**src/ehp_pkg.sv**
```systemverilog
package ehp_pkg;

  localparam int unsigned CountW = 7;

  typedef logic [CountW-1:0] pos_t;

  // Byte count saturates here; no header byte past position 77 is ever used
  localparam pos_t CountMax = '1;

  localparam logic [15:0] EtypeIpv4 = 16'h0800;
  localparam logic [15:0] EtypeIpv6 = 16'h86dd;
  localparam logic [7:0]  ProtoTcp  = 8'd6;
  localparam logic [7:0]  ProtoUdp  = 8'd17;
  localparam logic [3:0]  VerIpv4   = 4'd4;
  localparam logic [3:0]  VerIpv6   = 4'd6;
  localparam logic [15:0] FragOffMask = 16'h1fff;
  localparam logic [5:0]  MinIhlBytes = 6'd20;

  // Byte positions within the frame
  localparam pos_t PosSrcMac  = 7'd6;
  localparam pos_t PosType    = 7'd12;
  localparam pos_t PosVerIhl  = 7'd14;
  localparam pos_t PosTotLen  = 7'd16;
  localparam pos_t PosPayLen  = 7'd18;
  localparam pos_t PosFrag    = 7'd20;
  localparam pos_t PosV4Proto = 7'd23;
  localparam pos_t PosV6Proto = 7'd20;
  localparam pos_t PosV6L4    = 7'd54;
  localparam pos_t PosV6L4End = 7'd58;
  localparam pos_t L4Bytes    = 7'd4;

  // Frame lengths that gate each decision
  localparam pos_t MinEthLen     = 7'd14;
  localparam pos_t MinIpLen      = 7'd15;
  localparam pos_t MinV4ProtoLen = 7'd24;
  localparam pos_t MinV6ProtoLen = 7'd21;

  typedef struct packed {
    pos_t        count;
    logic [47:0] dst_addr;
    logic [47:0] src_addr;
    logic [15:0] etype;
    logic [7:0]  ver_ihl;
    logic [7:0]  proto;
    logic [15:0] total_len;
    logic [15:0] frag_word;
    logic [15:0] pay_len;
    logic [31:0] port_bytes;
  } hdr_t;

  typedef struct packed {
    logic        status;
    logic [47:0] dst_mac;
    logic [47:0] src_mac;
    logic [15:0] eth_type;
    logic        is_ipv4;
    logic        is_ipv6;
    logic [7:0]  l3_proto;
    logic        ports_ok;
    logic [15:0] sport;
    logic [15:0] dport;
  } result_t;

endpackage

```
**src/ehp_if.sv**
```systemverilog
interface ehp_in_if;
  logic       valid;
  logic       ready;
  logic [7:0] data_byte;
  logic       last_byte;

  modport source (output valid, output data_byte, output last_byte, input ready);
  modport sink   (input valid, input data_byte, input last_byte, output ready);
endinterface

interface ehp_out_if;
  logic        valid;
  logic        ready;
  logic        status;
  logic [47:0] dst_mac;
  logic [47:0] src_mac;
  logic [15:0] eth_type;
  logic        is_ipv4;
  logic        is_ipv6;
  logic [7:0]  l3_proto;
  logic        ports_ok;
  logic [15:0] sport;
  logic [15:0] dport;

  modport source (
    output valid, output status, output dst_mac, output src_mac, output eth_type,
    output is_ipv4, output is_ipv6, output l3_proto, output ports_ok,
    output sport, output dport, input ready
  );
  modport sink (
    input valid, input status, input dst_mac, input src_mac, input eth_type,
    input is_ipv4, input is_ipv6, input l3_proto, input ports_ok,
    input sport, input dport, output ready
  );
endinterface

```
**src/ehp_capture.sv**
```systemverilog
module ehp_capture (
  input  logic          clk_i,
  input  logic          rst_ni,
  input  logic          step_i,
  input  logic [7:0]    data_byte_i,
  input  logic          last_byte_i,
  output ehp_pkg::hdr_t hdr_o
);

  ehp_pkg::hdr_t hdr_q, hdr_d;
  ehp_pkg::pos_t pos;
  logic [5:0]    ihl_bytes;
  ehp_pkg::pos_t l4_pos;
  ehp_pkg::pos_t l4_end;

  always_comb begin
    hdr_d     = hdr_q;
    pos       = hdr_q.count;
    ihl_bytes = {hdr_q.ver_ihl[3:0], 2'b00};
    l4_pos    = ehp_pkg::PosVerIhl + {1'b0, ihl_bytes};
    l4_end    = l4_pos + ehp_pkg::L4Bytes;

    if (pos < ehp_pkg::PosSrcMac) begin
      hdr_d.dst_addr = {hdr_q.dst_addr[39:0], data_byte_i};
    end else if (pos < ehp_pkg::PosType) begin
      hdr_d.src_addr = {hdr_q.src_addr[39:0], data_byte_i};
    end else if (pos < ehp_pkg::PosVerIhl) begin
      hdr_d.etype = {hdr_q.etype[7:0], data_byte_i};
    end else if (pos == ehp_pkg::PosVerIhl) begin
      hdr_d.ver_ihl = data_byte_i;
    end

    if (pos inside {[ehp_pkg::PosTotLen:ehp_pkg::PosTotLen + 7'd1]}) begin
      hdr_d.total_len = {hdr_q.total_len[7:0], data_byte_i};
    end
    if (pos inside {[ehp_pkg::PosPayLen:ehp_pkg::PosPayLen + 7'd1]}) begin
      hdr_d.pay_len = {hdr_q.pay_len[7:0], data_byte_i};
    end
    if (pos inside {[ehp_pkg::PosFrag:ehp_pkg::PosFrag + 7'd1]}) begin
      hdr_d.frag_word = {hdr_q.frag_word[7:0], data_byte_i};
    end

    // EtherType and version/IHL are final once past the version byte
    if (hdr_q.etype == ehp_pkg::EtypeIpv4 && pos > ehp_pkg::PosVerIhl) begin
      if (pos == ehp_pkg::PosV4Proto) begin
        hdr_d.proto = data_byte_i;
      end
      if (pos >= l4_pos && pos < l4_end) begin
        hdr_d.port_bytes = {hdr_q.port_bytes[23:0], data_byte_i};
      end
    end else if (hdr_q.etype == ehp_pkg::EtypeIpv6 && pos > ehp_pkg::PosVerIhl) begin
      if (pos == ehp_pkg::PosV6Proto) begin
        hdr_d.proto = data_byte_i;
      end
      if (pos >= ehp_pkg::PosV6L4 && pos < ehp_pkg::PosV6L4End) begin
        hdr_d.port_bytes = {hdr_q.port_bytes[23:0], data_byte_i};
      end
    end

    hdr_d.count = (pos != ehp_pkg::CountMax) ? pos + 7'd1 : pos;
  end

  always_ff @(posedge clk_i or negedge rst_ni) begin
    if (!rst_ni) begin
      hdr_q <= '0;
    end else if (step_i) begin
      hdr_q <= last_byte_i ? '0 : hdr_d;
    end
  end

  // Record is built from the state including the final byte
  assign hdr_o = hdr_d;

endmodule

```
**src/ehp_eval.sv**
```systemverilog
module ehp_eval (
  input  ehp_pkg::hdr_t    hdr_i,
  output ehp_pkg::result_t res_o
);

  ehp_pkg::pos_t len;
  logic [3:0]    ver;
  logic [5:0]    ihl_bytes;
  ehp_pkg::pos_t ihl_p4;
  ehp_pkg::pos_t v4_l4_end;
  logic          l4_proto;

  always_comb begin
    len       = hdr_i.count;
    ver       = hdr_i.ver_ihl[7:4];
    ihl_bytes = {hdr_i.ver_ihl[3:0], 2'b00};
    ihl_p4    = {1'b0, ihl_bytes} + ehp_pkg::L4Bytes;
    v4_l4_end = ehp_pkg::PosVerIhl + ihl_p4;
    l4_proto  = (hdr_i.proto == ehp_pkg::ProtoTcp) || (hdr_i.proto == ehp_pkg::ProtoUdp);

    res_o = '0;
    if (len < ehp_pkg::MinEthLen) begin
      res_o.status = 1'b1;
    end else begin
      res_o.dst_mac  = hdr_i.dst_addr;
      res_o.src_mac  = hdr_i.src_addr;
      res_o.eth_type = hdr_i.etype;
      if (hdr_i.etype == ehp_pkg::EtypeIpv4) begin
        if (len < ehp_pkg::MinIpLen || ver != ehp_pkg::VerIpv4 ||
            ihl_bytes < ehp_pkg::MinIhlBytes) begin
          res_o.status = 1'b1;
        end else begin
          res_o.is_ipv4 = 1'b1;
          if (len >= ehp_pkg::MinV4ProtoLen) begin
            res_o.l3_proto = hdr_i.proto;
            if (hdr_i.total_len < {10'd0, ihl_bytes}) begin
              res_o.status = 1'b1;
            end else if (len >= v4_l4_end && (hdr_i.frag_word & ehp_pkg::FragOffMask) == '0 &&
                         l4_proto && hdr_i.total_len >= {9'd0, ihl_p4}) begin
              res_o.ports_ok = 1'b1;
              res_o.sport    = hdr_i.port_bytes[31:16];
              res_o.dport    = hdr_i.port_bytes[15:0];
            end
          end
        end
      end else if (hdr_i.etype == ehp_pkg::EtypeIpv6) begin
        if (len < ehp_pkg::MinIpLen || ver != ehp_pkg::VerIpv6) begin
          res_o.status = 1'b1;
        end else begin
          res_o.is_ipv6 = 1'b1;
          if (len >= ehp_pkg::MinV6ProtoLen) begin
            res_o.l3_proto = hdr_i.proto;
            if (len >= ehp_pkg::PosV6L4End && l4_proto &&
                hdr_i.pay_len >= {9'd0, ehp_pkg::L4Bytes}) begin
              res_o.ports_ok = 1'b1;
              res_o.sport    = hdr_i.port_bytes[31:16];
              res_o.dport    = hdr_i.port_bytes[15:0];
            end
          end
        end
      end
    end
  end

endmodule

```
**src/eth_ip_header_parser_top.sv**
```systemverilog
// Ethernet/IPv4/IPv6 header parser. Frame bytes enter one item per cycle,
// with last_byte set on the final byte; that byte produces one record with
// MACs, EtherType, IP version flags, protocol, TCP/UDP ports and a status,
// and no other byte produces anything. Sustained rate is one byte per clock
// unless a held record stalls input. A byte passes an input register, then
// is captured into the header state while the record for a final byte is
// evaluated into the result register: the record is presented from the
// result register after its last byte has passed both. Input stalls only
// while the result register holds a record not yet taken.
// IPv6 extension headers are not walked; ports are read at byte 54.
module eth_ip_header_parser_top (
  input  logic      clk_i,
  input  logic      rst_ni,
  ehp_in_if.sink    in_i,
  ehp_out_if.source out_o
);

  logic             in_valid_q;
  logic [7:0]       byte_q;
  logic             last_q;
  logic             out_valid_q;
  ehp_pkg::result_t res_q;
  ehp_pkg::result_t res_d;
  ehp_pkg::hdr_t    hdr;
  logic             step;

  assign step       = in_valid_q && (!out_valid_q || out_o.ready);
  assign in_i.ready = !in_valid_q || step;

  always_ff @(posedge clk_i or negedge rst_ni) begin
    if (!rst_ni) begin
      in_valid_q <= 1'b0;
    end else if (in_i.ready) begin
      in_valid_q <= in_i.valid;
    end
  end

  always_ff @(posedge clk_i) begin
    if (in_i.valid && in_i.ready) begin
      byte_q <= in_i.data_byte;
      last_q <= in_i.last_byte;
    end
  end

  ehp_capture u_capture (
    .clk_i       (clk_i),
    .rst_ni      (rst_ni),
    .step_i      (step),
    .data_byte_i (byte_q),
    .last_byte_i (last_q),
    .hdr_o       (hdr)
  );

  ehp_eval u_eval (
    .hdr_i (hdr),
    .res_o (res_d)
  );

  always_ff @(posedge clk_i or negedge rst_ni) begin
    if (!rst_ni) begin
      out_valid_q <= 1'b0;
    end else if (step) begin
      out_valid_q <= last_q;
    end else if (out_o.ready) begin
      out_valid_q <= 1'b0;
    end
  end

  always_ff @(posedge clk_i) begin
    if (step && last_q) begin
      res_q <= res_d;
    end
  end

  assign out_o.valid    = out_valid_q;
  assign out_o.status   = res_q.status;
  assign out_o.dst_mac  = res_q.dst_mac;
  assign out_o.src_mac  = res_q.src_mac;
  assign out_o.eth_type = res_q.eth_type;
  assign out_o.is_ipv4  = res_q.is_ipv4;
  assign out_o.is_ipv6  = res_q.is_ipv6;
  assign out_o.l3_proto = res_q.l3_proto;
  assign out_o.ports_ok = res_q.ports_ok;
  assign out_o.sport    = res_q.sport;
  assign out_o.dport    = res_q.dport;

  a_last_gives_record: assert property (@(posedge clk_i) disable iff (!rst_ni)
    step && last_q |=> out_valid_q && res_q == $past(res_d))
    else $error("final byte did not load a record");

  a_no_overrun: assert property (@(posedge clk_i) disable iff (!rst_ni)
    in_valid_q && out_valid_q && !out_o.ready |-> !in_i.ready)
    else $error("input taken while held record blocks the pipe");

  a_ports_consistent: assert property (@(posedge clk_i) disable iff (!rst_ni)
    out_valid_q && res_q.ports_ok |->
      !res_q.status && (res_q.is_ipv4 || res_q.is_ipv6) &&
      (res_q.l3_proto == ehp_pkg::ProtoTcp || res_q.l3_proto == ehp_pkg::ProtoUdp))
    else $error("ports reported on a record that cannot carry them");

  a_one_ip_version: assert property (@(posedge clk_i) disable iff (!rst_ni)
    out_valid_q |-> !(res_q.is_ipv4 && res_q.is_ipv6))
    else $error("record flags both IPv4 and IPv6");

endmodule
```
**src/flat_wrapper.sv**
```systemverilog
// flat-port wrapper written by rule: the top's interface ports become plain ports
module eth_ip_header_parser_top_flat 
  (clk_i, rst_ni, in_i_valid, in_i_data_byte, in_i_last_byte, in_i_ready, out_o_valid, out_o_status, out_o_dst_mac, out_o_src_mac, out_o_eth_type, out_o_is_ipv4, out_o_is_ipv6, out_o_l3_proto, out_o_ports_ok, out_o_sport, out_o_dport, out_o_ready);
  ehp_in_if in_i_i ();
  ehp_out_if out_o_i ();
  input  logic clk_i;
  input  logic rst_ni;
  input wire logic [$bits(in_i_i.valid)-1:0] in_i_valid;
  input wire logic [$bits(in_i_i.data_byte)-1:0] in_i_data_byte;
  input wire logic [$bits(in_i_i.last_byte)-1:0] in_i_last_byte;
  output wire logic [$bits(in_i_i.ready)-1:0] in_i_ready;
  output wire logic [$bits(out_o_i.valid)-1:0] out_o_valid;
  output wire logic [$bits(out_o_i.status)-1:0] out_o_status;
  output wire logic [$bits(out_o_i.dst_mac)-1:0] out_o_dst_mac;
  output wire logic [$bits(out_o_i.src_mac)-1:0] out_o_src_mac;
  output wire logic [$bits(out_o_i.eth_type)-1:0] out_o_eth_type;
  output wire logic [$bits(out_o_i.is_ipv4)-1:0] out_o_is_ipv4;
  output wire logic [$bits(out_o_i.is_ipv6)-1:0] out_o_is_ipv6;
  output wire logic [$bits(out_o_i.l3_proto)-1:0] out_o_l3_proto;
  output wire logic [$bits(out_o_i.ports_ok)-1:0] out_o_ports_ok;
  output wire logic [$bits(out_o_i.sport)-1:0] out_o_sport;
  output wire logic [$bits(out_o_i.dport)-1:0] out_o_dport;
  input wire logic [$bits(out_o_i.ready)-1:0] out_o_ready;
  assign in_i_i.valid = in_i_valid;
  assign in_i_i.data_byte = in_i_data_byte;
  assign in_i_i.last_byte = in_i_last_byte;
  assign in_i_ready = in_i_i.ready;
  assign out_o_valid = out_o_i.valid;
  assign out_o_status = out_o_i.status;
  assign out_o_dst_mac = out_o_i.dst_mac;
  assign out_o_src_mac = out_o_i.src_mac;
  assign out_o_eth_type = out_o_i.eth_type;
  assign out_o_is_ipv4 = out_o_i.is_ipv4;
  assign out_o_is_ipv6 = out_o_i.is_ipv6;
  assign out_o_l3_proto = out_o_i.l3_proto;
  assign out_o_ports_ok = out_o_i.ports_ok;
  assign out_o_sport = out_o_i.sport;
  assign out_o_dport = out_o_i.dport;
  assign out_o_i.ready = out_o_ready;
  eth_ip_header_parser_top u_core (.clk_i(clk_i), .rst_ni(rst_ni), .in_i(in_i_i), .out_o(out_o_i));
endmodule
```
**config.mk**
```make
export PLATFORM = sky130hd
export DESIGN_NAME = eth_ip_header_parser_top_flat
export DESIGN_NICKNAME = d
export VERILOG_FILES = /design/src/ehp_pkg.sv /design/src/ehp_if.sv /design/src/ehp_capture.sv /design/src/ehp_eval.sv /design/src/eth_ip_header_parser_top.sv /design/src/flat_wrapper.sv
export SDC_FILE = /design/constraint.sdc
export NUM_CORES = 1
export LEC_CHECK = 0
export BUFFER_PORTS_ARGS = -buffer_cell sky130_fd_sc_hd__buf_2
export CORE_UTILIZATION = 35
export CTS_BUF_LIST = sky130_fd_sc_hd__clkbuf_4 sky130_fd_sc_hd__clkbuf_8 sky130_fd_sc_hd__clkbuf_16
export DETAILED_ROUTE_END_ITERATION = 8
export SYNTH_ARGS = -nofsm -noshare
export SYNTH_HDL_FRONTEND = slang
export SYNTH_SLANG_ARGS = --single-unit
```
**constraint.sdc**
```tcl
create_clock -name clk_i -period 5.15 [get_ports clk_i]
set_clock_uncertainty 0.1 [all_clocks]
set_input_delay 0.7725 -clock clk_i [delete_from_list [all_inputs] [get_ports clk_i]]
set_output_delay 0.7725 -clock clk_i [all_outputs]
set_load 0.005 [all_outputs]
```
==> results of run 1 <==
## synthesized netlist by cell type, types with 22 or more instances
cell,n
sky130_fd_sc_hd__mux2i_1,70
sky130_fd_sc_hd__nor3_1,22
sky130_fd_sc_hd__ha_1,32
sky130_fd_sc_hd__edfxtp_1,165
sky130_fd_sc_hd__a21boi_0,65
sky130_fd_sc_hd__nor3_2,30
sky130_fd_sc_hd__and3_1,37
sky130_fd_sc_hd__nand2_1,402
sky130_fd_sc_hd__a22o_1,54
sky130_fd_sc_hd__o21ai_0,168
sky130_fd_sc_hd__nor2_1,27
sky130_fd_sc_hd__a21oi_1,142
sky130_fd_sc_hd__a22oi_1,44
sky130_fd_sc_hd__clkbuf_1,120
sky130_fd_sc_hd__dfrtp_1,214
## logic make-up after synthesis
family                   share of synthesized area
flip-flops                                   0.565
multiplexers                                0.0415
buffers and inverters                       0.0363
XOR/XNOR                                   0.00336
adder cells (fa/ha/maj)                     0.0219
AND/OR/NAND/NOR                              0.157
AO/OA/AOI/OAI                                0.175
## power by group through the flow
stage,Sequential (mW),Clock [mW],Combinational [mW]
finish,3.48,3.06,0.606
global route,3.50,3.24,0.680
CTS,3.48,3.14,0.613
detailed placement,3.54,0,0.611
global placement,3.53,0,0.600
floorplan,3.49,0,0.364
## sequential cells by signal, summed over array words and instances (netlist names)
name / cells
u_core.u_capture.hdr_q: 205
u_core.out_o.dst_mac: 48
u_core.out_o.src_mac: 48
u_core.out_o.dport: 16
u_core.out_o.eth_type: 16
u_core.out_o.sport: 16
u_core.byte_q: 8
u_core.out_o.l3_proto: 8
u_core.u_capture.pos: 7
u_core.in_valid_q: 1
u_core.last_q: 1
u_core.out_o.is_ipv4: 1
u_core.out_o.is_ipv6: 1
u_core.out_o.ports_ok: 1
u_core.out_o.status: 1
u_core.out_o.valid: 1
## through the flow
step                std cells  worst slack (ns)
finish                   2588             0.348
global route             2588            0.0236
detailed placement       2508             0.407
floorplan                1766            0.0860
global placement         2508             0.492
CTS                      2588             0.391
## final timing paths
path | to | start | cells after the start
hold reg to reg | u_core.u_capture.hdr_q[200]$_DFFE_PN0P_ | u_core.u_capture.hdr_q[200]$_DFFE_PN0P_ | 2
setup reg to reg | u_core.out_o.dport[15]$_SDFFCE_PP0P_ | u_core.u_capture.pos[4]$_DFFE_PN0P_ | 14
max in group asynchronous | u_core.u_capture.hdr_q[23]$_DFFE_PN0P_ | rst_ni | 2
hold / removal | u_core.u_capture.hdr_q[160]$_DFFE_PN0P_ | rst_ni | 1
setup / recovery | u_core.out_o.dport[15]$_SDFFCE_PP0P_ | u_core.u_capture.pos[4]$_DFFE_PN0P_ | 14
min in group clk_i | u_core.byte_q[6]$_DFFE_PP_ | in_i_data_byte[6] | 1
## area by class of cell
class                   count  area, sq um  share of cell area
flip-flops and latches    379        10300               0.486
multi-input cells        1227         7370               0.347
clock buffers              64         1280              0.0603
repair buffers            204         1180              0.0556
well taps                 680          851              0.0401
clock inverters            16          146             0.00690
inverters                  18         72.6             0.00342
## critical path: stages (launching register included)
cell and delay (ns):
sky130_fd_sc_hd__dfrtp_1 0.50, sky130_fd_sc_hd__or3_4 0.51, sky130_fd_sc_hd__or4b_4 0.66, sky130_fd_sc_hd__mux2i_1 0.48
sky130_fd_sc_hd__inv_1 0.11, sky130_fd_sc_hd__ha_1 0.25, sky130_fd_sc_hd__xor2_1 0.17, sky130_fd_sc_hd__ha_1 0.24
sky130_fd_sc_hd__a2111oi_0 0.45, sky130_fd_sc_hd__o31ai_1 0.15, sky130_fd_sc_hd__a21oi_1 0.16, sky130_fd_sc_hd__o31ai_1 0.14
sky130_fd_sc_hd__a41oi_4 0.22, sky130_fd_sc_hd__buf_12 0.27, sky130_fd_sc_hd__nor3_1 0.09
## layer usage
layer / wire length [microns] / up-vias / global-route usage
met4: 1200 / 0 / 0.0604
met5: 0 / - / 0
met1: 22900 / 6941 / 0.263
li1: - / 6576 / -
met2: 22500 / 399 / 0.279
met3: 2420 / 78 / 0.0301
==> impl_metrics.py, run 1 <==
metrics = {
    "run_status": {
        "run_status": "completed",
    },
    "sta": {
        "highest_clock_frequency_the_design_can_meet_mhz": 208,
        "hold_slack_ns": 0.0970,
        "final_slew_viol_count": 0,
        "setup_violations": 0,
        "finalHoldViolCount": 0,
        "final_period_minus_worst_setup_slack_ns": 4.80,
        "relative_slew_slack": 0.169,
        "final_min_period_over_clock_period": 0.932,
        "tightestPinTransition_ns": 1.24,
        "grt_setup_unrepaired": "false",
        "setup-tns-final_ns": 0,
    },
    "route": {
        "routed-via-count": 14000,
        "detailedRoute.firstPassIterationCount": 5,
        "detail_route.wl_per_cell_microns": 19.0,
        "vias_per_instance": 5.41,
        "drt.antenna.violating_nets": 0,
        "remaining_drc_errors": 0,
        "routed_wirelength_microns": 49100,
        "drt-initial-drc-count": 1157,
    },
    "finish": {
        "filler_cell_count": 4896,
        "synthToLayoutAreaGrowth_pct": 16.2,
        "final_nets": 1918,
        "mostFrequentLayoutCells": "sky130_fd_sc_hd__nand2_1, sky130_fd_sc_hd__dfrtp_1, sky130_fd_sc_hd__buf_2",
        "postLayoutCoreUtil": 0.412,
        "cell_area_after_layout_sq_um": 21200,
        "mostFrequentLayoutCell": "sky130_fd_sc_hd__nand2_1",
        "insertedDiodeCount": 0,
        "final_layout_size_suffix_gt1_frac": 0.178,
    },
    "critical_path": {
        "crit_path_class": "reg -> reg",
        "cp_startpoint_kind": "register",
        "worst_ep_arrival_time_ns": 5.00,
        "cp_data_required_time_ns": 5.35,
        "reg2reg_slack_ns": 0.35,
        "critical_path.endpoint_type": "register",
        "critical_path.max_fanout": 33,
    },
    "logic_synthesis": {
        "portion_of_synthesized_cell_area_occupied_by_the_leading_cell_type": 0.293,
        "ys_ff_latch": 379,
        "post_synth_main_area_contributors": "sky130_fd_sc_hd__dfrtp_1, sky130_fd_sc_hd__edfxtp_1, sky130_fd_sc_hd__nand2_1",
        "synthCells": 1766,
        "yosysWarningCount": 0,
        "synthesis.area_sq_um": 18300,
        "yosys.cell_types.count": 63,
        "ys_dominant_reg_cell": "sky130_fd_sc_hd__dfrtp_1",
        "synth_seq_area_share": 0.565,
        "synth_area_leader_cell": "sky130_fd_sc_hd__dfrtp_1",
        "count_of_flip_flops_with_a_built_in_enable_after_synthesis": 165,
        "syn_area_per_cell_sq_um": 10.3,
        "synthArstFlopShare": 0.565,
        "synthesis.nets": 1811,
    },
    "cts": {
        "cts_num_sinks": 379,
        "ctsHoldBuffers": 0,
        "htree_levels": 2,
        "clockBufferDepth": 3,
        "ctsResizeCount": 0,
        "clk_pin_slew_ns": 0.06,
        "post_cts_buffers": 0,
        "cts_root_buf": "sky130_fd_sc_hd__clkbuf_16",
        "insertion_delay_ns": 0.58,
        "cts_tree": "done",
        "cts-buffers-inserted": 43,
    },
    "floorplan": {
        "starting_utilization_of_the_core_area": 0.355,
        "boundaryPins": 171,
        "die_h_microns": 230,
        "die-width_microns": 230,
        "placeableCoreArea_sq_um": 51400,
        "die-area_sq_um": 53100,
        "rows": 83,
    },
    "pwr": {
        "switching_share": 0.259,
        "power_density_nw_per_um2": 337,
        "share_comb_of_total_power": 0.085,
        "pwr-share-seq": 0.487,
        "power.internal_mw": 5.29,
        "switching_power_mw": 1.85,
        "ir_drop_v": 0.000232,
        "power.clock.fraction": 0.428,
        "static-leakage-power_nw": 8.73,
        "design_power_total_mw": 7.14,
    },
    "worst_hold_path": {
        "hold_class": "in -> async",
    },
    "placement": {
        "hpwl_microns": 29600,
        "postPlaceCellArea_sq_um": 19800,
        "numPortBuffers": 170,
        "place_congestion": 0.847,
    },
    "global_routing": {
        "grt_max_degree": 114,
        "antenna_found_initial": 0,
        "globalRouteTotalUtil": 0.183,
        "grt.overflow.total": 0,
        "wire_length_of_the_first_global_routing_pass_microns": 77100,
        "first_global_vias": 13400,
    },
    "flow_run": {
        "drv.max_cap_violation_count": 0,
    },
}
No activity file was read; power rests on OpenSTA's default activity.
==> run 2, diff against run 1 <==
--- a/config.mk
+++ b/config.mk
@@ -5,10 +5,12 @@
 export SDC_FILE = /design/constraint.sdc
 export NUM_CORES = 1
 export LEC_CHECK = 0
-export BUFFER_PORTS_ARGS = -buffer_cell sky130_fd_sc_hd__buf_2
 export CORE_UTILIZATION = 35
 export CTS_BUF_LIST = sky130_fd_sc_hd__clkbuf_4 sky130_fd_sc_hd__clkbuf_8 sky130_fd_sc_hd__clkbuf_16
+export CTS_CLUSTER_DIAMETER = 80
 export DETAILED_ROUTE_END_ITERATION = 8
+export DONT_BUFFER_PORTS = 1
+export SLEW_MARGIN = 10
 export SYNTH_ARGS = -nofsm -noshare
 export SYNTH_HDL_FRONTEND = slang
 export SYNTH_SLANG_ARGS = --single-unit
==> run 2 against run 1 <==
Compared with the run above:
- the run now ends with negative hold slack left
- maximum frequency rose by 4.5%
- first-iteration DRC count grew 2.2%
- combinational power is 19% lower
- hold slack lost 0.26 ns
- total power up 1.9%
- clock-buffer cell count shrank 6
- critical path depth unchanged
- cell count fell by 6.4%
- non-clock buffer count shrank 169
- global-route usage shrank 0.14 points
- wire length is 0.14% lower
- critical endpoint is now u_core.out_o.sport[15]$_SDFFCE_PP0P_
- largest power group unchanged
- highest routed layer unchanged
==> impl_metrics.py, run 2 (synthesis gave the netlist of run 1 again) <==
metrics = {
    "run_status": {
        "run_status": "finished with violations",
        "failing_checks": "negative hold slack",
    },
    "sta": {
        "hold_slack_ns": -0.162,
        "final_min_period_over_clock_period": 0.892,
        "highest_clock_frequency_the_design_can_meet_mhz": 218,
        "relative_slew_slack": 0.223,
        "final_slew_viol_count": 0,
        "final_period_minus_worst_setup_slack_ns": 4.60,
        "finalHoldViolCount": 214,
        "setup-tns-final_ns": 0,
        "worst_slack_ns": 0.554,
        "grt_setup_unrepaired": "false",
        "tightestPinTransition_ns": 1.16,
        "setup_violations": 0,
    },
    "cts": {
        "clk_pin_slew_ns": 0.06,
        "insertion_delay_ns": 0.59,
        "cts_tree": "done",
        "cts_root_buf": "sky130_fd_sc_hd__clkbuf_16",
        "cts-buffers-inserted": 45,
        "post_cts_buffers": 0,
        "cts_num_sinks": 379,
        "ctsResizeCount": 0,
        "clockBufferDepth": 3,
        "htree_levels": 2,
    },
    "floorplan": {
        "starting_utilization_of_the_core_area": 0.355,
        "rows": 83,
        "die-area_sq_um": 53100,
        "die-width_microns": 230,
        "boundaryPins": 171,
        "placeableCoreArea_sq_um": 51400,
        "die_h_microns": 230,
    },
    "finish": {
        "top_register": "u_core.u_capture.hdr_q",
        "synthToLayoutAreaGrowth_pct": 12.0,
        "cell_area_after_layout_sq_um": 20400,
        "largest_register_ffs": 205,
        "mostFrequentLayoutCells": "sky130_fd_sc_hd__nand2_1, sky130_fd_sc_hd__dfrtp_1, sky130_fd_sc_hd__o21ai_0",
        "final_layout_size_suffix_gt1_frac": 0.0981,
        "mostFrequentLayoutCell": "sky130_fd_sc_hd__nand2_1",
        "insertedDiodeCount": 0,
        "final_nets": 1751,
        "postLayoutCoreUtil": 0.398,
    },
    "flow_run": {
        "drv.max_cap_violation_count": 0,
    },
    "worst_hold_path": {
        "hold_class": "in -> async",
    },
    "critical_path": {
        "worst_ep_arrival_time_ns": 4.92,
        "critical_path.max_fanout": 33,
        "worst_r2r_startpoint": "u_core.u_capture.pos[6]$_DFFE_PN0P_",
        "cp_startpoint_kind": "register",
        "reg2reg_slack_ns": 0.55,
        "crit_path_class": "reg -> reg",
        "critical_path.endpoint_type": "register",
        "reg2reg_to": "u_core.out_o.sport[15]$_SDFFCE_PP0P_",
        "worstRegToRegCells": 14,
        "cp_data_required_time_ns": 5.48,
    },
    "pwr": {
        "pwr-share-seq": 0.481,
        "static-leakage-power_nw": 8.07,
        "ir_drop_v": 0.000279,
        "share_comb_of_total_power": 0.067,
        "switching_power_mw": 1.88,
        "switching_share": 0.258,
        "power_density_nw_per_um2": 356,
        "power.internal_mw": 5.40,
        "power.clock.fraction": 0.452,
        "design_power_total_mw": 7.28,
    },
    "route": {
        "drt-initial-drc-count": 1183,
        "drt.antenna.violating_nets": 0,
        "routed_wirelength_microns": 49000,
        "routed-via-count": 13400,
        "remaining_drc_errors": 0,
        "vias_per_instance": 5.51,
        "detailedRoute.firstPassIterationCount": 5,
        "detail_route.wl_per_cell_microns": 20.2,
    },
    "placement": {
        "place_congestion": 0.843,
        "hpwl_microns": 29300,
        "postPlaceCellArea_sq_um": 18900,
        "numPortBuffers": 0,
        "dpl_worst_slack_ns": 0.575,
    },
    "global_routing": {
        "grt.overflow.total": 0,
        "globalRouteTotalUtil": 0.181,
        "antenna_found_initial": 0,
        "first_global_vias": 12700,
        "wire_length_of_the_first_global_routing_pass_microns": 76200,
        "grt_max_degree": 215,
    },
}
==> run 2: changes by cell type in the layout (fill, tap and decap cells not counted), sizes merged <==
cell | previous run | this run
bufinv | 1 | 4
inv | 21 | 20
clkinvlp | 0 | 2
clkbuf | 64 | 58
clkinv | 12 | 18
buf | 204 | 35
==> run 2: how the worst max path moves through the flow <==
stage,from,slack [ns],to
final,u_core.u_capture.pos[6]$_DFFE_PN0P_,0.55,u_core.out_o.sport[15]$_SDFFCE_PP0P_
after global routing,u_core.u_capture.pos[6]$_DFFE_PN0P_,0.37,u_core.out_o.dport[15]$_SDFFCE_PP0P_
after global placement,u_core.u_capture.pos[6]$_DFFE_PN0P_,0.72,u_core.out_o.dport[15]$_SDFFCE_PP0P_
after detailed placement,u_core.u_capture.pos[6]$_DFFE_PN0P_,0.58,u_core.out_o.sport[15]$_SDFFCE_PP0P_
after floorplan,out_o_ready,0.09,u_core.out_o.dport[0]$_SDFFCE_PP0P_
after CTS,u_core.u_capture.pos[6]$_DFFE_PN0P_,0.56,u_core.out_o.sport[15]$_SDFFCE_PP0P_
==> run 2: power by group through the flow <==
stage	Clock, mW	Combinational, mW	Sequential [mW]
4_1_cts	3.36	0.495	3.50
6_report	3.29	0.490	3.50
3_5_place_dp	0	0.495	3.56
3_3_place_gp	0	0.482	3.55
2_1_floorplan	0	0.364	3.49
5_1_grt	3.48	0.556	3.52
==> run 2: stage by stage <==
stage / instances / hold WS (ns)
6_report: 2423 / -0.162
5_1_grt: 2423 / -0.204
4_1_cts: 2423 / -0.222
3_5_place_dp: 2339 / 0.375
3_3_place_gp: 2339 / 0.362
2_1_floorplan: 1766 / 0.350
==> run 2: cell type report <==
cell class	instances	area [sq um]
Timing Repair Buffer	35	300
Multi-Input combinational cell	1227	7370
Inverter	18	72.6
Clock inverter	26	285
Tap cell	680	851
Fill cell	4917	31000
Clock buffer	58	1250
Sequential cell	379	10300
==> run 2: worst max-delay path: stages (launching register included) <==
cell                       delay (ns)
sky130_fd_sc_hd__dfrtp_1         0.55
sky130_fd_sc_hd__or3_4           0.51
sky130_fd_sc_hd__or4b_4          0.66
sky130_fd_sc_hd__mux2i_1         0.46
sky130_fd_sc_hd__inv_1           0.19
sky130_fd_sc_hd__ha_1            0.31
sky130_fd_sc_hd__inv_1           0.04
sky130_fd_sc_hd__ha_1            0.26
sky130_fd_sc_hd__o21ai_0         0.08
sky130_fd_sc_hd__a211oi_1        0.23
sky130_fd_sc_hd__o21ai_0         0.14
sky130_fd_sc_hd__nor3b_2         0.27
sky130_fd_sc_hd__a41oi_4         0.15
sky130_fd_sc_hd__buf_12          0.21
sky130_fd_sc_hd__nor3_1          0.21
==> run 2: routing by layer <==
layer  vias up  part of all wire  track usage
li1       6223                 -            -
met1      6705              0.47        0.258
met2       360              0.46        0.278
met3        72             0.055       0.0384
met4         0             0.020       0.0480
met5         -                 0            0
